<file path="config.mk">
export PLATFORM = sky130hd
export DESIGN_NAME = square_tone_channel_with_sweep_unit
export DESIGN_NICKNAME = d
export VERILOG_FILES = /design/src/rtl/core/stcs_pkg.sv /design/src/rtl/core/stcs_chan.sv /design/src/rtl/core/square_tone_channel_with_sweep_unit.sv
export SDC_FILE = /design/constraint.sdc
export NUM_CORES = 1
export LEC_CHECK = 0
export BUFFER_PORTS_ARGS = -buffer_cell sky130_fd_sc_hd__buf_4
export CORE_MARGIN = 2
export CORE_UTILIZATION = 35
export DETAILED_ROUTE_END_ITERATION = 10
export PLACE_DENSITY = 0.47
export SYNTH_ARGS = -nofsm -noshare
export SYNTH_HDL_FRONTEND = slang
export SYNTH_SLANG_ARGS = --single-unit
export TNS_END_PERCENT = 5
</file>
<file path="constraint.sdc">
create_clock -name clk -period 15.9 [get_ports clk]
set_input_delay 2.385 -clock clk [delete_from_list [all_inputs] [get_ports clk]]
set_output_delay 2.385 -clock clk [all_outputs]
set_load 0.05 [all_outputs]
</file>
<file path="src/rtl/core/stcs_pkg.sv">
// stcs_pkg: shared types, constants and helper functions of the square tone channel
`timescale 1ns / 1ps

package stcs_pkg;

  localparam int FREQ_W   = 11;
  localparam int PERIOD_W = 13;
  localparam int LEN_W    = 7;

  localparam int LENGTH_BIT_DEF   = 13;
  localparam int ENVELOPE_BIT_DEF = 15;
  localparam int SWEEP_BIT_DEF    = 14;

  localparam logic [LEN_W-1:0] LENGTH_FULL      = 7'd64;
  localparam logic [LEN_W-1:0] LENGTH_FULL_LESS = 7'd63;
  localparam logic [3:0]       VOLUME_MAX       = 4'd15;

  // bit n of a row is step n of the duty pattern
  localparam logic [7:0] DUTY_TABLE [4] = '{
    8'b1000_0000,
    8'b1000_0001,
    8'b1110_0001,
    8'b0111_1110
  };

  typedef enum logic [2:0] {
    REG_SWEEP    = 3'd0,
    REG_LEN_DUTY = 3'd1,
    REG_ENVELOPE = 3'd2,
    REG_FREQ_LO  = 3'd3,
    REG_CONTROL  = 3'd4
  } reg_idx_t;

  typedef struct packed {
    logic        mode;
    logic [2:0]  reg_index;
    logic [7:0]  write_data;
    logic [15:0] seq_value;
  } item_t;

  typedef struct packed {
    logic [3:0]        sample;
    logic              channel_on;
    logic [FREQ_W-1:0] cur_frequency;
  } result_t;

  typedef struct packed {
    logic [FREQ_W-1:0] freq;
    logic              over;
  } sweep_t;

  function automatic sweep_t sweep_calc(input logic [FREQ_W-1:0] shadow,
                                        input logic [6:0] sweep);
    logic [FREQ_W:0] delta;
    logic [FREQ_W:0] sum;
    sweep_t          res;
    delta = {1'b0, shadow >> sweep[2:0]};
    if (sweep[3]) begin
      sum = {1'b0, shadow} - delta;
    end else begin
      sum = {1'b0, shadow} + delta;
    end
    res.freq = sum[FREQ_W-1:0];
    res.over = sum[FREQ_W];
    return res;
  endfunction

  function automatic logic [PERIOD_W-1:0] timer_reload(input logic [FREQ_W-1:0] freq);
    logic [FREQ_W:0] diff;
    diff = 12'd2048 - {1'b0, freq};
    return {diff, 1'b0};
  endfunction

endpackage

</file>
<file path="src/rtl/core/stcs_chan.sv">
// stcs_chan: channel state registers and the per-beat update of sweep, timer, length, envelope
`timescale 1ns / 1ps

module stcs_chan #(
  parameter int LENGTH_BIT   = stcs_pkg::LENGTH_BIT_DEF,
  parameter int ENVELOPE_BIT = stcs_pkg::ENVELOPE_BIT_DEF,
  parameter int SWEEP_BIT    = stcs_pkg::SWEEP_BIT_DEF
) (
  input  logic              clk,
  input  logic              rst_n,
  input  logic              en,
  input  stcs_pkg::item_t   item,
  output stcs_pkg::result_t res_nxt
);

  logic [6:0]                     sweep_reg_r, sweep_reg_nxt;
  logic [1:0]                     duty_sel_r, duty_sel_nxt;
  logic [7:0]                     env_reg_r, env_reg_nxt;
  logic [stcs_pkg::FREQ_W-1:0]    freq_r, freq_nxt;
  logic                           len_en_r, len_en_nxt;
  logic [stcs_pkg::LEN_W-1:0]     len_cnt_r, len_cnt_nxt;
  logic [stcs_pkg::PERIOD_W-1:0]  period_r, period_nxt;
  logic [2:0]                     duty_step_r, duty_step_nxt;
  logic [3:0]                     vol_r, vol_nxt;
  logic [2:0]                     env_cnt_r, env_cnt_nxt;
  logic                           env_act_r, env_act_nxt;
  logic [stcs_pkg::FREQ_W-1:0]    shadow_r, shadow_nxt;
  logic [3:0]                     sweep_cnt_r, sweep_cnt_nxt;
  logic                           sweep_act_r, sweep_act_nxt;
  logic                           neg_used_r, neg_used_nxt;
  logic [2:0]                     prev_r, prev_nxt;
  logic                           enabled_r, enabled_nxt;

  stcs_pkg::sweep_t sc_a;
  stcs_pkg::sweep_t sc_b;
  logic             ln, ev, sw;
  logic [7:0]       wd;

  assign ln = item.seq_value[LENGTH_BIT];
  assign ev = item.seq_value[ENVELOPE_BIT];
  assign sw = item.seq_value[SWEEP_BIT];
  assign wd = item.write_data;

  always_comb begin
    sweep_reg_nxt = sweep_reg_r;
    duty_sel_nxt  = duty_sel_r;
    env_reg_nxt   = env_reg_r;
    freq_nxt      = freq_r;
    len_en_nxt    = len_en_r;
    len_cnt_nxt   = len_cnt_r;
    period_nxt    = period_r;
    duty_step_nxt = duty_step_r;
    vol_nxt       = vol_r;
    env_cnt_nxt   = env_cnt_r;
    env_act_nxt   = env_act_r;
    shadow_nxt    = shadow_r;
    sweep_cnt_nxt = sweep_cnt_r;
    sweep_act_nxt = sweep_act_r;
    neg_used_nxt  = neg_used_r;
    prev_nxt      = prev_r;
    enabled_nxt   = enabled_r;
    sc_a          = '0;
    sc_b          = '0;

    if (!item.mode) begin
      // sweep unit
      if (sweep_act_r && !sw && prev_r[2]) begin
        sweep_cnt_nxt = sweep_cnt_r - 4'd1;
        if (sweep_cnt_nxt == 4'd0) begin
          sc_a = stcs_pkg::sweep_calc(shadow_r, sweep_reg_r);
          if (sweep_reg_r[3]) begin
            neg_used_nxt = 1'b1;
          end
          if (sc_a.over) begin
            sweep_act_nxt = 1'b0;
            enabled_nxt   = 1'b0;
          end else begin
            shadow_nxt = sc_a.freq;
            freq_nxt   = sc_a.freq;
            sc_b = stcs_pkg::sweep_calc(sc_a.freq, sweep_reg_r);
            if (sc_b.over) begin
              sweep_act_nxt = 1'b0;
              enabled_nxt   = 1'b0;
            end
          end
          sweep_cnt_nxt = {1'b0, sweep_reg_r[6:4]} + 4'd1;
        end
      end
      // period timer
      if (period_r == '0) begin
        duty_step_nxt = duty_step_r + 3'd1;
        period_nxt    = stcs_pkg::timer_reload(freq_nxt);
      end else begin
        period_nxt = period_r - 13'd1;
      end
      // length counter
      if (len_en_r && len_cnt_r != '0 && !ln && prev_r[0]) begin
        len_cnt_nxt = len_cnt_r - 7'd1;
        if (len_cnt_nxt == '0) begin
          enabled_nxt = 1'b0;
        end
      end
      // envelope
      if (env_act_r && !ev && prev_r[1]) begin
        env_cnt_nxt = env_cnt_r - 3'd1;
        if (env_cnt_nxt == 3'd0) begin
          if (!env_reg_r[3]) begin
            if (vol_r != 4'd0) begin
              vol_nxt = vol_r - 4'd1;
            end
            if (vol_nxt == 4'd0) begin
              env_act_nxt = 1'b0;
            end
          end else begin
            if (vol_r != stcs_pkg::VOLUME_MAX) begin
              vol_nxt = vol_r + 4'd1;
            end
            if (vol_nxt == stcs_pkg::VOLUME_MAX) begin
              env_act_nxt = 1'b0;
            end
          end
          env_cnt_nxt = env_reg_r[2:0];
        end
      end
      prev_nxt = {sw, ev, ln};
    end else begin
      case (stcs_pkg::reg_idx_t'(item.reg_index))
        stcs_pkg::REG_SWEEP: begin
          sweep_reg_nxt = wd[6:0];
          if (wd[6:4] == 3'd0 || wd[2:0] == 3'd0 || (!wd[3] && neg_used_r)) begin
            sweep_act_nxt = 1'b0;
          end
        end
        stcs_pkg::REG_LEN_DUTY: begin
          duty_sel_nxt = wd[7:6];
          len_cnt_nxt  = stcs_pkg::LENGTH_FULL - {1'b0, wd[5:0]};
        end
        stcs_pkg::REG_ENVELOPE: begin
          env_reg_nxt = wd;
          if (wd[7:4] == 4'd0) begin
            enabled_nxt = 1'b0;
          end
        end
        stcs_pkg::REG_FREQ_LO: begin
          freq_nxt = {freq_r[10:8], wd};
        end
        stcs_pkg::REG_CONTROL: begin
          freq_nxt   = {wd[2:0], freq_r[7:0]};
          len_en_nxt = wd[6];
          // extra length clock when enabling in the first half of a length period
          if (!ln && !len_en_r && wd[6] && len_cnt_r != '0) begin
            len_cnt_nxt = len_cnt_r - 7'd1;
            if (len_cnt_nxt == '0) begin
              enabled_nxt = 1'b0;
            end
          end
          if (wd[7]) begin
            enabled_nxt   = 1'b1;
            period_nxt    = stcs_pkg::timer_reload(freq_nxt);
            shadow_nxt    = freq_nxt;
            sweep_cnt_nxt = {1'b0, sweep_reg_r[6:4]};
            sweep_act_nxt = (sweep_reg_r[6:4] != 3'd0) && (sweep_reg_r[2:0] != 3'd0);
            if (sweep_reg_r[2:0] != 3'd0) begin
              sc_a = stcs_pkg::sweep_calc(freq_nxt, sweep_reg_r);
              if (sc_a.over) begin
                sweep_act_nxt = 1'b0;
                enabled_nxt   = 1'b0;
              end
            end
            neg_used_nxt = 1'b0;
            vol_nxt      = env_reg_r[7:4];
            env_cnt_nxt  = env_reg_r[2:0];
            env_act_nxt  = (env_reg_r[2:0] != 3'd0) &&
                           !((!env_reg_r[3] && env_reg_r[7:4] == 4'd0) ||
                             (env_reg_r[3] && env_reg_r[7:4] == stcs_pkg::VOLUME_MAX));
            if (len_cnt_nxt == '0) begin
              len_cnt_nxt = stcs_pkg::LENGTH_FULL;
              if (!ln && wd[6]) begin
                len_cnt_nxt = stcs_pkg::LENGTH_FULL_LESS;
              end
            end
            if (env_reg_r[7:4] == 4'd0) begin
              enabled_nxt = 1'b0;
            end
          end
        end
        default: begin
        end
      endcase
    end
  end

  always_comb begin
    res_nxt.sample        = stcs_pkg::DUTY_TABLE[duty_sel_nxt][duty_step_nxt] ? vol_nxt : 4'd0;
    res_nxt.channel_on    = enabled_nxt;
    res_nxt.cur_frequency = freq_nxt;
  end

  always_ff @(posedge clk) begin
    if (!rst_n) begin
      sweep_reg_r <= '0;
      duty_sel_r  <= '0;
      env_reg_r   <= '0;
      freq_r      <= '0;
      len_en_r    <= 1'b0;
      len_cnt_r   <= '0;
      period_r    <= '0;
      duty_step_r <= '0;
      vol_r       <= '0;
      env_cnt_r   <= '0;
      env_act_r   <= 1'b0;
      shadow_r    <= '0;
      sweep_cnt_r <= '0;
      sweep_act_r <= 1'b0;
      neg_used_r  <= 1'b0;
      prev_r      <= '0;
      enabled_r   <= 1'b0;
    end else if (en) begin
      sweep_reg_r <= sweep_reg_nxt;
      duty_sel_r  <= duty_sel_nxt;
      env_reg_r   <= env_reg_nxt;
      freq_r      <= freq_nxt;
      len_en_r    <= len_en_nxt;
      len_cnt_r   <= len_cnt_nxt;
      period_r    <= period_nxt;
      duty_step_r <= duty_step_nxt;
      vol_r       <= vol_nxt;
      env_cnt_r   <= env_cnt_nxt;
      env_act_r   <= env_act_nxt;
      shadow_r    <= shadow_nxt;
      sweep_cnt_r <= sweep_cnt_nxt;
      sweep_act_r <= sweep_act_nxt;
      neg_used_r  <= neg_used_nxt;
      prev_r      <= prev_nxt;
      enabled_r   <= enabled_nxt;
    end
  end

endmodule

</file>
<file path="src/rtl/core/square_tone_channel_with_sweep_unit.sv">
// square_tone_channel_with_sweep_unit: top level with input beat register and result register
//
// usage
//   each input beat is either one machine tick (in_mode = 0) or a write of
//   in_write_data to channel register in_reg_index (in_mode = 1); in_seq_value
//   carries the frame sequencer value whose falling bits clock sweep, length
//   and envelope
//   every input beat yields exactly one result beat: sample, channel_on and
//   cur_frequency as they stand after that beat has been applied
//   a beat passes through the input register, then through the channel update
//   into the result register; throughput is one beat per cycle while out_stall
//   does not hold the result; the whole update of one beat is a single pass
//   through the channel logic, so a beat may follow in the next cycle
//   in_stall rises only while both the input register and the result register
//   are full and out_stall holds the result; a held result does not change
//   reset (rst_n low, synchronous) clears all channel state and empties both
//   registers; the block is ready for a beat in the first cycle after reset
`timescale 1ns / 1ps

module square_tone_channel_with_sweep_unit #(
  parameter int LENGTH_BIT   = stcs_pkg::LENGTH_BIT_DEF,
  parameter int ENVELOPE_BIT = stcs_pkg::ENVELOPE_BIT_DEF,
  parameter int SWEEP_BIT    = stcs_pkg::SWEEP_BIT_DEF
) (
  input  logic                        clk,
  input  logic                        rst_n,
  input  logic                        in_valid,
  output logic                        in_stall,
  input  logic                        in_mode,
  input  logic [2:0]                  in_reg_index,
  input  logic [7:0]                  in_write_data,
  input  logic [15:0]                 in_seq_value,
  output logic                        out_valid,
  input  logic                        out_stall,
  output logic [3:0]                  out_sample,
  output logic                        out_channel_on,
  output logic [stcs_pkg::FREQ_W-1:0] out_cur_frequency
);

  logic              s1_valid_r;
  stcs_pkg::item_t   s1_item_r;
  logic              out_valid_r;
  stcs_pkg::result_t out_res_r;
  stcs_pkg::result_t res_nxt;
  logic              out_free;
  logic              advance;
  logic              in_take;

  assign out_free = !out_valid_r || !out_stall;
  assign advance  = s1_valid_r && out_free;
  assign in_stall = s1_valid_r && !out_free;
  assign in_take  = in_valid && !in_stall;

  stcs_chan #(
    .LENGTH_BIT   (LENGTH_BIT),
    .ENVELOPE_BIT (ENVELOPE_BIT),
    .SWEEP_BIT    (SWEEP_BIT)
  ) u_chan (
    .clk     (clk),
    .rst_n   (rst_n),
    .en      (advance),
    .item    (s1_item_r),
    .res_nxt (res_nxt)
  );

  always_ff @(posedge clk) begin
    if (!rst_n) begin
      s1_valid_r <= 1'b0;
    end else if (in_take) begin
      s1_valid_r <= 1'b1;
    end else if (advance) begin
      s1_valid_r <= 1'b0;
    end
  end

  always_ff @(posedge clk) begin
    if (in_take) begin
      s1_item_r <= '{mode: in_mode, reg_index: in_reg_index,
                     write_data: in_write_data, seq_value: in_seq_value};
    end
  end

  always_ff @(posedge clk) begin
    if (!rst_n) begin
      out_valid_r <= 1'b0;
    end else if (out_free) begin
      out_valid_r <= s1_valid_r;
    end
  end

  always_ff @(posedge clk) begin
    if (advance) begin
      out_res_r <= res_nxt;
    end
  end

  assign out_valid         = out_valid_r;
  assign out_sample        = out_res_r.sample;
  assign out_channel_on    = out_res_r.channel_on;
  assign out_cur_frequency = out_res_r.cur_frequency;

  // input side backs up only when both stages are occupied
  a_stall_only_when_full: assert property (@(posedge clk) disable iff (!rst_n)
    in_stall |-> (s1_valid_r && out_valid_r))
    else $error("in_stall raised with a free stage");

  // a beat leaving the input register always lands in the result register
  a_advance_fills_out: assert property (@(posedge clk) disable iff (!rst_n)
    advance |=> out_valid_r)
    else $error("advanced beat lost before result register");

  // a held result keeps the pending input beat in place
  a_hold_keeps_s1: assert property (@(posedge clk) disable iff (!rst_n)
    (s1_valid_r && out_valid_r && out_stall) |=> (s1_valid_r && $stable(s1_item_r)))
    else $error("pending input beat changed while result held");

endmodule
</file>
==> results of run 1 <==
==> synth_stat cells, drive strengths merged (20+ instances only) <==
| library cell | count | area (um^2) |
|---|---|---|
| a21oi | 114 | 574 |
| a31oi | 20 | 125 |
| buf | 22 | 106 |
| clkbuf | 59 | 221 |
| dfxtp | 83 | 1660 |
| edfxtp | 31 | 931 |
| ha | 51 | 638 |
| inv | 49 | 184 |
| mux2i | 37 | 370 |
| nand2 | 124 | 468 |
| nand3 | 29 | 145 |
| nor2 | 186 | 698 |
| nor3 | 38 | 190 |
| o21ai | 95 | 479 |
| xnor2 | 45 | 394 |
| xor2 | 29 | 254 |
==> state kept, by name, indices dropped and copies added (netlist names), 2 cells and up <==
register / flops
s1_item_r: 15
u_chan.period_r: 13
out_cur_frequency: 11
u_chan.freq_r: 11
u_chan.shadow_r: 11
u_chan.env_reg_r: 8
u_chan.len_cnt_r: 7
u_chan.sweep_reg_r: 7
out_sample: 4
u_chan.sweep_cnt_r: 4
u_chan.vol_r: 4
u_chan.duty_step_r: 3
u_chan.env_cnt_r: 3
u_chan.prev_r: 3
u_chan.duty_sel_r: 2
==> per-stage QoR <==
stage / instance area, um^2 / power, mW / instances / util, % / setup slack [ps]
finish: 10900 / 0.996 / 1660 / 39.5 / 7650
detailed placement: 10300 / 0.605 / 1628 / 37.3 / 7710
global placement: 10300 / 0.606 / 1628 / 37.3 / 7750
floorplan: 9760 / 0.533 / 1278 / - / 9090
CTS: 10900 / 1.00 / 1660 / 39.5 / 7680
global route: 10900 / 1.05 / 1660 / 39.5 / 7000
==> kinds of logic (layout without fill, tap and decap cells) <==
kind of cell	after synthesis	count (layout)	share of synthesized area, %
AOI/OAI and AO/OA	358	358	23.1
xor gates and xnor gates	74	74	6.64
adders and majority gates	52	52	6.74
buffers and inverters	133	137	5.36
DFF	114	114	26.6
muxes	62	62	8.76
and+or+nand+nor	485	485	22.9
==> worst reg2reg max path, delay by kind of cell (launching register included) <==
family          cells  cell delay [ps]
flops               1              310
xor+xnor            3              680
fa+ha+maj           2              660
buf+inv             2             1020
simple gates       11             2630
compound gates     11             2850
==> power groups by stage <==
| stage | Sequential [mW] | Clock (mW) | Combinational, mW |
|---|---|---|---|
| after floorplan | 0.329 | 0 | 0.204 |
| after global placement | 0.331 | 0 | 0.275 |
| after detailed placement | 0.331 | 0 | 0.274 |
| after CTS | 0.325 | 0.401 | 0.276 |
| after global routing | 0.326 | 0.415 | 0.308 |
| final | 0.325 | 0.393 | 0.278 |
==> path summary, 6_finish.rpt <==
kind / start / endpoint / slack (ps) / cells after the start
setup / recovery: u_chan.sweep_reg_r[0] / u_chan.enabled_r / 7650 / 29
hold / removal: u_chan.prev_r[1] / u_chan.prev_r[1] / 460 / 2
setup reg to reg: u_chan.sweep_reg_r[0] / u_chan.enabled_r / 7650 / 29
hold reg to reg: u_chan.prev_r[1] / u_chan.prev_r[1] / 460 / 2
==> final cells by class <==
type | count | area [um^2] | share of cell area, %
Tap cell | 378 | 473 | 4.34
Timing Repair Buffer | 53 | 398 | 3.65
Multi-Input combinational cell | 1031 | 6650 | 61.0
Sequential cell | 114 | 2590 | 23.8
Clock buffer | 17 | 425 | 3.90
Inverter | 52 | 195 | 1.79
Clock inverter | 15 | 173 | 1.58
==> per-layer routing <==
| layer | track usage (%) | part of all wire (%) | vias to the layer above |
|---|---|---|---|
| met4 | 4.90 | 1.2 | 0 |
| met5 | 0 | 0 | - |
| met2 | 36.9 | 47 | 209 |
| met3 | 2.59 | 4.0 | 26 |
| li1 | - | - | 4635 |
| met1 | 30.9 | 48 | 4482 |
==> results.json, run 1 <==
{
  "rows": 61,
  "min_path_type": "reg -> reg",
  "insertion_delay_ps": 430,
  "grt_util_all_layers_pct": 22.2,
  "yosys_warnings": 0,
  "power_frac_comb_pct": 27.9,
  "overflow": 0,
  "port_buffers": 36,
  "ctsHoldBuffers": 0,
  "fin_crit_sh_pct": 51.9,
  "cts_root_buf": "clkbuf_16",
  "cpPeakStageDelay_ps": 560,
  "firstDrtPassIters": 5,
  "timing.fmax_mhz": 121,
  "worst_ep_arrival_time_ps": 8600,
  "ys_ff_latch": 114,
  "drt_wl_total_mm": 31.9,
  "rsz0062_at_grt": "no",
  "cts_buffers": 17,
  "outcome": "finished, final reports clean",
  "hold_violations": 0,
  "syn_area_per_cell_um2": 7.64,
  "postRouteAntennaNets": 0,
  "cts_setup_buffers": 0,
  "whs_ps": 456,
  "worstPathRequired_ps": 16250,
  "async_reset_ff_share_pct": 0,
  "power_density_mw_per_mm2": 91.3,
  "area_growth_pct": 11.8,
  "drcViolationCount": 0,
  "synth_ff_type": "dfxtp_1",
  "skew_ps": 10.5,
  "die_w_um": 171,
  "synthesis.nets": 1362,
  "num_vias": 9352,
  "ios": 50,
  "core_mm2": 0.0276,
  "p_int_uw": 648,
  "synth.distinct_cells": 85,
  "ir_drop_mv": 0.0778,
  "slew-limit-headroom_pct": 31.7,
  "mostFrequentLayoutCells": "nor2_1 (186), nand2_1 (123), a21oi_1 (113)",
  "drt-initial-drc-count": 736,
  "netlist_area_mm2": 0.00976,
  "finalCriticalPeriod_ps": 8250,
  "max_cap_violations": 0,
  "tightest_slew_ps": 1020,
  "start_util_pct": 35.3,
  "p_switching_uw": 348,
  "path_class": "reg -> reg",
  "antenna_found_initial": 1,
  "fp.dieH_um": 171,
  "grt_pass1_vias": 8694,
  "critPathSlowestCell": "or4_4",
  "layout_commonest_cell": "nor2_1",
  "nets": 1353,
  "wire_per_inst_um": 19.2,
  "startpoint_type": "flop",
  "dp_hpwl_mm": 22.6,
  "avgViaCountPerCell": 5.63,
  "critPathCaptureType": "flop",
  "cp_num_buf_inv": 2,
  "clk_path_buf_depth": 2,
  "cts.sinks": 114,
  "fillCellCount": 2937,
  "setup_tns_ps": 0,
  "grt_max_degree": 87,
  "cts.repair.resized": 0,
  "p_sw_share_pct": 34.9,
  "place_congestion": 0.869,
  "die_area_mm2": 0.0292,
  "clockPowerShare_pct": 39.4,
  "cts.clk_slew.worst_paths_ps": 70,
  "ys_seq_area_share_pct": 26.6,
  "power_frac_seq_pct": 32.6,
  "drive_gt1_share_pct": 10.4,
  "cts_tree": "built",
  "cts_max_level": 4,
  "slew_viol_final": 0,
  "p_leak_nw": 4.14,
  "critPathMaxFanout": 45,
  "netlist_instances": 1278,
  "synth_edf_count": 31,
  "setup_viol": 0,
  "cp_top_family": "compound AO/OA/AOI/OAI gates",
  "antenna_cells": 0,
  "grt_pass1_wl_mm": 50.7
}
No activity file was read; power rests on OpenSTA's default activity.
==> run 2, diff against run 1 <==
- PLACE_DENSITY: 0.47 -> 0.49
- clock period: 15.9 -> 6.9 ns (I/O delays scaled with it)
==> run 2 against run 1 <==
Compared with the run above:
- non-clock buffer count is 76 higher
- final area rose by 6.1%
- critical path depth unchanged
- clock skew grew 0.79 ps
- power is 140% higher
- sequential cell count unchanged
- cell count is 4.6% higher
- maximum frequency increased by 25%
- sequential power grew 130%
- die area stayed put
- critical endpoint unchanged
- via count up 3.7%
- largest power group unchanged
- worst hold slack got worse by 4.2 ps
==> results.json, run 2 (synthesis results as in run 1) <==
{
  "drcViolationCount": 0,
  "worstPathRequired_ps": 7230,
  "mostFrequentLayoutCells": "nor2_1 (186), buf_4 (128), nand2_1 (122)",
  "fp.dieH_um": 171,
  "min_path_type": "reg -> reg",
  "cts_tree": "built",
  "outcome": "finished, final reports clean",
  "worst_ep_arrival_time_ps": 6940,
  "rows": 61,
  "cp_num_buf_inv": 1,
  "antenna_cells": 0,
  "port_buffers": 36,
  "critPathMaxFanout": 8,
  "clk_path_buf_depth": 2,
  "cts_buffers": 17,
  "cts.sinks": 114,
  "fin_crit_sh_pct": 95.8,
  "drt_wl_total_mm": 32.7,
  "layout_commonest_cell": "nor2_1",
  "largest_register_ff_count": 15,
  "p_leak_nw": 4.50,
  "slew_viol_final": 0,
  "nets": 1429,
  "setup_tns_ps": 0,
  "avgViaCountPerCell": 5.59,
  "cpPeakStageDelay_ps": 550,
  "startpoint_type": "flop",
  "worstSetupStartpoint": "u_chan.sweep_reg_r[0]",
  "wire_per_inst_um": 18.8,
  "place_congestion": 0.885,
  "max_cap_violations": 0,
  "cts_max_level": 4,
  "grt_util_all_layers_pct": 22.6,
  "finalPower_mw": 2.37,
  "core_mm2": 0.0276,
  "cts.clk_slew.worst_paths_ps": 60,
  "start_util_pct": 35.3,
  "grt_max_degree": 76,
  "min_from": "u_chan.prev_r[2]",
  "dp_hpwl_mm": 23.9,
  "postRouteAntennaNets": 0,
  "hold_violations": 0,
  "insertion_delay_ps": 420,
  "finalCriticalPeriod_ps": 6610,
  "overflow": 0,
  "antenna_found_initial": 1,
  "critPathCaptureType": "flop",
  "drive_gt1_share_pct": 16.5,
  "grt_pass1_wl_mm": 51.4,
  "top_register": "s1_item_r",
  "slew-limit-headroom_pct": 33.6,
  "rr_startpoint": "u_chan.sweep_reg_r[0]",
  "timing.fmax_mhz": 151,
  "setup_viol": 0,
  "tightest_slew_ps": 992,
  "power_density_mw_per_mm2": 205,
  "area_growth_pct": 18.6,
  "die_w_um": 171,
  "firstDrtPassIters": 6,
  "cts_root_buf": "clkbuf_16",
  "ir_drop_mv": 0.118,
  "path_class": "reg -> reg",
  "critPathSlowestCell": "mux4_2",
  "cp_top_family": "simple AND/OR/NAND/NOR gates",
  "num_vias": 9700,
  "largestRegisters": "s1_item_r (15), u_chan.period_r (13)",
  "grt_pass1_vias": 9043,
  "skew_ps": 11.3,
  "die_area_mm2": 0.0292,
  "ios": 50,
  "drt-initial-drc-count": 978,
  "rsz0062_at_grt": "yes"
}
==> run 2: worst paths after layout <==
kind	to	slack, ps	depth (start not counted)
worst max register to register	u_chan.enabled_r	290	29
worst max-delay path	u_chan.enabled_r	290	29
worst min register to register	u_chan.prev_r[2]	450	2
worst min-delay path	u_chan.prev_r[2]	450	2
==> run 2: cell type report <==
type,count,area (um^2)
inverter,52,195
sequential,114,2600
fill,2903,16100
timing repair buffer,129,981
tap,378,473
clock inverter,12,131
clock buffer,20,457
multi-input combinational,1031,6740
==> run 2: tightest hold or removal path, delay by kind of cell (launching register included) <==
family	cells	cell delay, ps
DFF	1	300
and+or+nand+nor	1	50
AOI/OAI and AO/OA	1	50
==> run 2: through the flow <==
step	instances	area (um^2)	hold slack [ps]	setup slack [ps]	utilization [%]
2_1_floorplan	1278	9760	432	93.5	-
3_3_place_gp	1703	10900	442	60.0	39.4
3_5_place_dp	1703	10900	448	42.3	39.4
4_1_cts	1735	11500	456	8.81	41.5
5_1_grt	1736	11600	479	-124	41.9
6_report	1736	11600	452	289	41.9
==> run 2: power breakdown <==
| group | total [mW] | internal, mW | switching [mW] |
|---|---|---|---|
| Clock | 0.898 | 0.551 | 0.347 |
| Combinational | 0.726 | 0.307 | 0.419 |
| Sequential | 0.750 | 0.712 | 0.0383 |
==> run 2: per-layer routing <==
metal,share of wire (%),GRT usage (%),wire length (um),vias to the layer above
met3,4.0,3.49,1300,37
met2,47,36.8,15300,256
met4,1.6,5.71,530,0
met1,48,31.2,15500,4629
li1,-,-,-,4778
met5,0,0,0,-
==> run 2: what timing repair did <==
| action | in CTS | in global routing |
|---|---|---|
| hold buffers | 0 | 0 |
| setup endpoints to repair | 0 | 3 |
| resized for setup | 0 | 24 |
| buffers inserted | 0 | 1 |
